==> src/irclt_pkg.sv <==
// types and constants of the line tokenizer
`timescale 1ns / 1ps

package irclt_pkg;

    // parse phases
    localparam logic [2:0] PH_START   = 3'd0;
    localparam logic [2:0] PH_PREFIX  = 3'd1;
    localparam logic [2:0] PH_COMMAND = 3'd2;
    localparam logic [2:0] PH_PSTART  = 3'd3;
    localparam logic [2:0] PH_PARAM   = 3'd4;
    localparam logic [2:0] PH_TRAIL   = 3'd5;
    localparam logic [2:0] PH_DONE    = 3'd6;

    // byte kinds
    localparam logic [2:0] K_PREFIX  = 3'd0;
    localparam logic [2:0] K_COMMAND = 3'd1;
    localparam logic [2:0] K_PARAM   = 3'd2;
    localparam logic [2:0] K_TRAIL   = 3'd3;
    localparam logic [2:0] K_SEP     = 3'd4;
    localparam logic [2:0] K_DROP    = 3'd5;

    // characters
    localparam logic [7:0] CH_COLON = 8'h3A;
    localparam logic [7:0] CH_SPACE = 8'h20;
    localparam logic [7:0] CH_NL    = 8'h0A;
    localparam logic [7:0] CH_NUL   = 8'h00;
    localparam logic [7:0] CH_ZERO  = 8'h30;
    localparam logic [7:0] CH_NINE  = 8'h39;

    // counter limits
    localparam logic [3:0] PARAM_SAT = 4'd15;
    localparam logic [2:0] CMD_SAT   = 3'd4;
    localparam logic [2:0] CMD_DROP  = 3'd3;

    typedef struct packed {
        logic [2:0] phase;
        logic [2:0] cmd_pos;
        logic       all_digits;
        logic [3:0] cur_param;
        logic       ovf_seen;
    } parse_state_t;

    typedef struct packed {
        logic [2:0] kind;
        logic [3:0] param_index;
        logic       overflow;
    } tag_t;

    localparam parse_state_t STATE_RESET = '{
        phase:      PH_START,
        cmd_pos:    3'd0,
        all_digits: 1'b1,
        cur_param:  4'd0,
        ovf_seen:   1'b0
    };

endpackage

==> src/irclt_step.sv <==
// next-state and tag logic for one byte of a line
`timescale 1ns / 1ps

module irclt_step #(
    parameter int MAX_PARAMS = 15
) (
    input  irclt_pkg::parse_state_t st,
    input  logic [7:0]              data_byte,
    input  logic                    line_end,
    output irclt_pkg::parse_state_t st_next,
    output irclt_pkg::tag_t         tag
);

    localparam logic [3:0] PARAM_LIMIT = 4'(MAX_PARAMS);

    irclt_pkg::parse_state_t ns;
    logic [2:0] kind;
    logic [3:0] idx;
    logic       is_sep;
    logic       is_digit;
    logic       do_cmd;

    assign is_sep   = (data_byte == irclt_pkg::CH_SPACE) || (data_byte == irclt_pkg::CH_NL)
                   || (data_byte == irclt_pkg::CH_NUL);
    assign is_digit = (data_byte >= irclt_pkg::CH_ZERO) && (data_byte <= irclt_pkg::CH_NINE);

    always_comb begin
        ns     = st;
        kind   = irclt_pkg::K_DROP;
        idx    = 4'd0;
        do_cmd = 1'b0;

        unique case (st.phase)
            irclt_pkg::PH_START: begin
                if (data_byte == irclt_pkg::CH_COLON) begin
                    ns.phase = irclt_pkg::PH_PREFIX;
                    kind     = irclt_pkg::K_PREFIX;
                end else begin
                    do_cmd = 1'b1;
                end
            end
            irclt_pkg::PH_PREFIX: begin
                if (data_byte == irclt_pkg::CH_SPACE || data_byte == irclt_pkg::CH_NUL) begin
                    ns.phase = irclt_pkg::PH_COMMAND;
                    kind     = irclt_pkg::K_SEP;
                end else begin
                    kind = irclt_pkg::K_PREFIX;
                end
            end
            irclt_pkg::PH_COMMAND: begin
                do_cmd = 1'b1;
            end
            irclt_pkg::PH_PSTART: begin
                idx = st.cur_param;
                if (data_byte == irclt_pkg::CH_NUL) begin
                    kind     = irclt_pkg::K_SEP;
                    ns.phase = irclt_pkg::PH_DONE;
                end else if (st.cur_param >= PARAM_LIMIT) begin
                    ns.ovf_seen = 1'b1;
                    kind        = irclt_pkg::K_DROP;
                    ns.phase    = irclt_pkg::PH_DONE;
                end else if (data_byte == irclt_pkg::CH_COLON) begin
                    kind     = irclt_pkg::K_TRAIL;
                    ns.phase = irclt_pkg::PH_TRAIL;
                end else if (is_sep) begin
                    kind = irclt_pkg::K_SEP;
                    if (st.cur_param < irclt_pkg::PARAM_SAT) begin
                        ns.cur_param = st.cur_param + 4'd1;
                    end
                end else begin
                    kind     = irclt_pkg::K_PARAM;
                    ns.phase = irclt_pkg::PH_PARAM;
                end
            end
            irclt_pkg::PH_PARAM: begin
                idx = st.cur_param;
                if (is_sep) begin
                    kind     = irclt_pkg::K_SEP;
                    ns.phase = irclt_pkg::PH_PSTART;
                    if (st.cur_param < irclt_pkg::PARAM_SAT) begin
                        ns.cur_param = st.cur_param + 4'd1;
                    end
                end else begin
                    kind = irclt_pkg::K_PARAM;
                end
            end
            irclt_pkg::PH_TRAIL: begin
                idx  = st.cur_param;
                kind = irclt_pkg::K_TRAIL;
            end
            default: begin
                idx      = st.cur_param;
                kind     = irclt_pkg::K_DROP;
                ns.phase = irclt_pkg::PH_DONE;
            end
        endcase

        // command byte, shared by line start and command phase
        if (do_cmd) begin
            if (st.cmd_pos == irclt_pkg::CMD_DROP && st.all_digits) begin
                ns.phase = irclt_pkg::PH_PSTART;
                kind     = irclt_pkg::K_DROP;
            end else if (is_sep) begin
                ns.phase = irclt_pkg::PH_PSTART;
                kind     = irclt_pkg::K_SEP;
            end else begin
                ns.phase = irclt_pkg::PH_COMMAND;
                kind     = irclt_pkg::K_COMMAND;
                if (!is_digit) begin
                    ns.all_digits = 1'b0;
                end
                if (st.cmd_pos < irclt_pkg::CMD_SAT) begin
                    ns.cmd_pos = st.cmd_pos + 3'd1;
                end
            end
        end
    end

    assign tag.kind        = kind;
    assign tag.param_index = idx;
    assign tag.overflow    = ns.ovf_seen;
    assign st_next         = line_end ? irclt_pkg::STATE_RESET : ns;

endmodule

==> src/irc_line_tokenizer_core.sv <==
// top level of the message line tokenizer
`timescale 1ns / 1ps

// byte tagger for text-protocol message lines, one byte per transaction
// input channel s_*: tdata carries the raw byte, tlast marks the final byte
// of a line; parse state goes back to line start after that byte
// result channel m_*: one result transaction for every input transaction,
// in order; tdata holds the byte and its parameter index, tuser the kind
// code and the overflow flag, tlast copies the input tlast
// the result is registered: m_tvalid rises in the cycle after input acceptance
// throughput: one byte per cycle while the receiver keeps m_tready high; the bound
// is the parse state register, whose next value depends on the byte just taken
// the result sits in a single output register; s_tready is high whenever
// that register is empty or is being drained in the same cycle, so a
// stalled receiver holds the input back after at most one result
// reset: a synchronous aresetn low empties the output register and
// returns the parser to line start with no parameters and no overflow
module irc_line_tokenizer_core #(
    parameter int MAX_PARAMS = 15
) (
    input  logic        aclk,
    input  logic        aresetn,
    // input channel
    input  logic        s_tvalid,
    output logic        s_tready,
    input  logic [7:0]  s_tdata,   // [7:0] data_byte
    input  logic        s_tlast,   // line_end
    // result channel
    output logic        m_tvalid,
    input  logic        m_tready,
    output logic [15:0] m_tdata,   // [7:0] byte_out, [11:8] param_index, [15:12] zero
    output logic [3:0]  m_tuser,   // [2:0] kind, [3] overflow
    output logic        m_tlast    // last
);

    // parse state across bytes of a line
    irclt_pkg::parse_state_t state_reg;
    irclt_pkg::parse_state_t state_next;
    irclt_pkg::tag_t         tag;

    // output register
    logic       m_valid_reg;
    logic [7:0] byte_reg;
    logic [2:0] kind_reg;
    logic [3:0] idx_reg;
    logic       ovf_reg;
    logic       last_reg;

    logic s_accept;

    // free slot when empty or draining this cycle
    assign s_tready = !m_valid_reg || m_tready;
    assign s_accept = s_tvalid && s_tready;

    irclt_step #(
        .MAX_PARAMS (MAX_PARAMS)
    ) u_step (
        .st        (state_reg),
        .data_byte (s_tdata),
        .line_end  (s_tlast),
        .st_next   (state_next),
        .tag       (tag)
    );

    // control state
    always_ff @(posedge aclk) begin
        if (!aresetn) begin
            state_reg   <= irclt_pkg::STATE_RESET;
            m_valid_reg <= 1'b0;
        end else begin
            if (s_accept) begin
                state_reg <= state_next;
            end
            if (s_accept) begin
                m_valid_reg <= 1'b1;
            end else if (m_tready) begin
                m_valid_reg <= 1'b0;
            end
        end
    end

    // result payload, loaded on each accepted input
    always_ff @(posedge aclk) begin
        if (s_accept) begin
            byte_reg <= s_tdata;
            kind_reg <= tag.kind;
            idx_reg  <= tag.param_index;
            ovf_reg  <= tag.overflow;
            last_reg <= s_tlast;
        end
    end

    assign m_tvalid = m_valid_reg;
    assign m_tdata  = {4'b0000, idx_reg, byte_reg};
    assign m_tuser  = {ovf_reg, kind_reg};
    assign m_tlast  = last_reg;

endmodule

==> config.mk <==
export PLATFORM = sky130hd
export DESIGN_NAME = irc_line_tokenizer_core
export DESIGN_NICKNAME = d
export VERILOG_FILES = /design/src/irclt_pkg.sv /design/src/irclt_step.sv /design/src/irc_line_tokenizer_core.sv
export SDC_FILE = /design/constraint.sdc
export NUM_CORES = 1
export LEC_CHECK = 0
export BUFFER_PORTS_ARGS = -buffer_cell sky130_fd_sc_hd__buf_2
export CELL_PAD_IN_SITES_DETAIL_PLACEMENT = 1
export CELL_PAD_IN_SITES_GLOBAL_PLACEMENT = 1
export CORE_ASPECT_RATIO = 1.1
export CORE_MARGIN = 3
export CORE_UTILIZATION = 30
export DETAILED_ROUTE_END_ITERATION = 7
export PLACE_DENSITY_LB_ADDON = 0.1
export RECOVER_POWER = 50
export SYNTH_ARGS = -nofsm -noshare
export SYNTH_HDL_FRONTEND = slang
export SYNTH_HIERARCHICAL = 1
export SYNTH_SLANG_ARGS = --single-unit
==> constraint.sdc <==
create_clock -name aclk -period 4.61 [get_ports aclk]
set_input_delay 0.461 -clock aclk [delete_from_list [all_inputs] [get_ports aclk]]
set_output_delay 0.461 -clock aclk [all_outputs]
set_load 0.02 [all_outputs]
==> summary by stage <==
Hold path
The worst hold path terminates at m_tvalid. The worst hold path passes through 3 cells. The worst hold path begins at s_tvalid.

The classification of the worst-slack hold path is primary input to flip-flop.

Detailed routing
Dividing the detail-routed wire length by the instance count gives 15.10 um. Across all layers, the routed design uses 1419 vias. The first detailed-routing pass took 4 iterations. The DRC violation total after the first TritonRoute iteration is 52. In the routed design, unresolved DRC markers number 0. The overall routed net length is ~4200 um. The post-route antenna net violation count is 0. The via density per instance is 5.104.

Synth
Of the total synthesized cell area, the portion taken by AND, OR, NAND and NOR gates is 0.2244. The number of synthesized register bits is 30. Of the total synthesized cell area, the portion taken by full adders, half adders and majority gates is 0.01434. Sorting the synthesized cells by area gives the leading types as sky130_fd_sc_hd__edfxtp_1 29%, sky130_fd_sc_hd__dfxtp_1 15%, sky130_fd_sc_hd__mux2i_1 7.5%. The synthesized design contains 17 enable-type register cells. The share of synthesized flip-flops with an asynchronous set or reset is 0. The Yosys step of the flow raised 6 warnings. The proportion of synthesized area in mux cells is 0.08100. Counting distinct cell types in the post-synthesis netlist gives 54. The synthesized netlist cell count is roughly 170. The share of synthesized area in the top cell type comes to 0.2925. Of the synthesized area, sequential elements account for 0.4416. The largest family of logic cells by synthesized area is simple AND/OR/NAND/NOR gates. The library cell occupying the most area in the post-synthesis netlist is sky130_fd_sc_hd__edfxtp_1. The compound-gate portion of the synthesized area is 0.1627. The cell area that synthesis handed to floorplanning was 1745 um2.

Of the total synthesized cell area, the portion taken by XOR and XNOR cells is 0.005018. The most used flip-flop cell after synthesis is sky130_fd_sc_hd__edfxtp_1. The average footprint of a synthesized cell is 10.03 um2.

STA
The aggregate negative setup slack is 0 ps. The number of hold violations in the final report came to 0. The final clock period utilization by the worst path is 0.5286. Measured against its own limit, the worst slew margin works out to -0.3591. The number of max-slew violations in the final report is 30. The count of endpoints failing setup in the final report is 0. The time the final worst path needs with I/O delays and setup is 2437 ps.

Derived from the worst setup path, the maximum achievable clock frequency is 0.4104 GHz. Setup repair after global routing left no endpoint under its margin. On the final layout, the worst clock skew is around 5.7 ps. For the pin with the worst max-slew slack, the measured transition is 2037 ps.

Outcome
The run finished, with violations left. The checks that failed: capacitance limit, slew limit.

Cells and area
The filler cells instantiated in the layout total 662. The total inserted antenna cells is 0. The synthesis-to-finish area growth is 14.19%.

The sequential standard cell area is around 770 um2. The register with the most flip-flops in the layout has 12 of them. In the final layout, the multi-input gates occupy 858.3 um2. The fraction of final layout cells with drive strength greater than 1 is 0.1773. The number of nets in the layout is 217. The finished cells cover 1993 um2. The most common cell after layout, fill and taps aside is sky130_fd_sc_hd__nand2_1. Leaving out fill and tap cells, the most frequent cells in the layout are 28 x sky130_fd_sc_hd__nand2_1, 17 x sky130_fd_sc_hd__edfxtp_1, 16 x sky130_fd_sc_hd__clkbuf_1.

Clock network
The worst-case clock buffer depth is 2. The clock insertion delay at the later pin of the skew report is 280 ps. The clock transition time at the flip-flop clock pins of the worst setup and hold paths is 70 ps.

The count of instances resized after the clock tree is built is 0. For this design, the CTS-stage hold fixing added 0 buffers. The number of buffers added by the clock tree synthesis step is 5. The number of buffers inserted to repair setup after CTS is 0. The root cell of the clock tree is sky130_fd_sc_hd__clkbuf_8. TritonCTS built the clock tree. Counting every sink on the clock net gives 30.

The H-tree was split into 2 levels.

Setup path
The worst setup path is launched from a flip-flop. Traced cell by cell, the critical path runs through nand3b_1 -> a21oi_1 -> nand2_1 -> a221oi_2 -> mux2_1 -> nand2_1 -> mux2i_1. The number of cells on the worst reg-to-reg path is 7. The worst register-to-register path begins at state_reg[10]. The worst register-to-register path has a setup slack of 2170 ps.

In this design, the stage delay of the slowest critical-path cell is approximately 570 ps. In this run the critical register-to-register path is captured at state_reg[1]. The worst setup path is captured at a flip-flop. The critical path required time is about 4700 ps. In this run the worst path has a maximum fanout of 12. At the worst endpoint, the arrival time is 2530 ps. On the critical path, the stage with the largest delay is an instance of sky130_fd_sc_hd__dfxtp_1.

The dominant cell type by count on the critical path is sky130_fd_sc_hd__nand2_1. The classification of the worst setup path is flip-flop to flip-flop.

Global routing
Entering global routing, the biggest net connects 30 pins. The first-pass GRT wire length is about 7000 um. The number of global-route vias before repair is about 1400.

After global routing the overflow that remains totals 0. For this run, the total global-route usage over all layers was measured as 0.1305. The number of antenna violations at the first check in global routing is 0.

Floorplanning
In this run the core area contains 28 standard-cell rows. The x dimension of the die is 78.73 um. The initial core utilization is 0.3173. The floorplan step set the die height to 86 um. The die covers 6770 um2. In this run the count of I/O pins placed on the die edge is 36. In this run the standard cell core region covers 5500 um2.

Pwr
The areal power density over the cells is 313.2 nW/um2. For this design the static power due to leakage is 0.7381 nW. Across the VDD grid, the largest voltage drop is roughly 110 uV.

Placed design
Summing all placed instances gives a cell area of ~1900 um2. The sum of net half-perimeters after detailed placement is 3054 um. The last weighted congestion value of the routability-driven placer is 0.8210.

The number of port buffers is 31.

Flow run
The reported max-cap violation count is 1.
[report_power, final]
| part | internal, mW | switching [mW] |
|---|---|---|
| clock network | 0.159 | 0.104 |
| registers | 0.294 | 0.00525 |
| logic | 0.0192 | 0.0425 |
[layout make-up]
cell class / count / area share
Timing Repair Buffer: 31 / 0.06780
Sequential cell: 30 / 0.3867
Clock inverter: 3 / 0.02009
Multi-Input combinational cell: 127 / 0.4306
Clock buffer: 5 / 0.03453
Tap cell: 75 / 0.04708
Inverter: 7 / 0.01318
[synthesized netlist by cell type (2+ instances only)]
master and n:
sky130_fd_sc_hd__o21a_1 2, sky130_fd_sc_hd__o31a_1 2, sky130_fd_sc_hd__ha_1 2, sky130_fd_sc_hd__inv_1 7, sky130_fd_sc_hd__nor4_1 2, sky130_fd_sc_hd__o211ai_1 5
sky130_fd_sc_hd__a32oi_1 2, sky130_fd_sc_hd__nand2_1 28, sky130_fd_sc_hd__dfxtp_1 13, sky130_fd_sc_hd__clkbuf_1 4, sky130_fd_sc_hd__nor2b_1 6, sky130_fd_sc_hd__nand3b_1 2
sky130_fd_sc_hd__or3_1 2, sky130_fd_sc_hd__mux2i_1 13, sky130_fd_sc_hd__edfxtp_1 17, sky130_fd_sc_hd__or2_2 2, sky130_fd_sc_hd__nor2_1 10, sky130_fd_sc_hd__o21ai_0 4
sky130_fd_sc_hd__nor3_1 3, sky130_fd_sc_hd__nand3_1 4, sky130_fd_sc_hd__buf_2 2, sky130_fd_sc_hd__a21oi_1 5, sky130_fd_sc_hd__a41oi_1 2, sky130_fd_sc_hd__buf_4 5
[worst max-delay path, delay by kind of cell (launching register included)]
kind	cells	cell delay, ps
and+or+nand+nor	3	450
muxes	2	440
DFF	1	570
AOI/OAI and AO/OA	2	770
[per-layer routing]
metal / GRT usage / vias to the layer above / wire length, um
li1: - / 689 / -
met1: 0.1605 / 683 / 1938
met2: 0.2193 / 39 / 1959
met3: 0.03361 / 8 / 223
met4: 0.04769 / 0 / 76
met5: 0 / - / 0
[worst max-delay path by stage]
stage                        startpoint  cells after the start  slack, ps             to
after floorplan              s_tdata[0]                      6       2460   state_reg[1]
after global placement       s_tdata[0]                      7       2240   state_reg[1]
after detailed placement     s_tdata[0]                      7       2210   state_reg[1]
after CTS                 state_reg[10]                      7       2290   state_reg[1]
after global routing           m_tvalid                      3       1930  state_reg[11]
final                     state_reg[10]                      7       2170   state_reg[1]
[cell families (layout without fill, tap and decap cells)]
group	after synthesis	after routing
AND/OR/NAND/NOR	71	71
XOR/XNOR	1	1
AO/OA/AOI/OAI	35	35
flip-flops	30	30
buffers and inverters	20	46
multiplexers	14	14
other	1	4
adder cells (fa/ha/maj)	2	2
[stage by stage]
step           total power [mW]  setup WS, ps    util  hold slack [ps]  instances
5_1_grt                  0.6482          1933  0.3624            463.8        278
3_3_place_gp             0.3687          2237  0.3476            444.3        270
2_1_floorplan            0.3524          2457       -            433.5        177
3_5_place_dp             0.3698          2214  0.3476            457.8        270
6_report                 0.6242          2173  0.3624            454.6        278
4_1_cts                  0.6365          2287  0.3674            397.4        278
(Power assumes the default switching activity.)
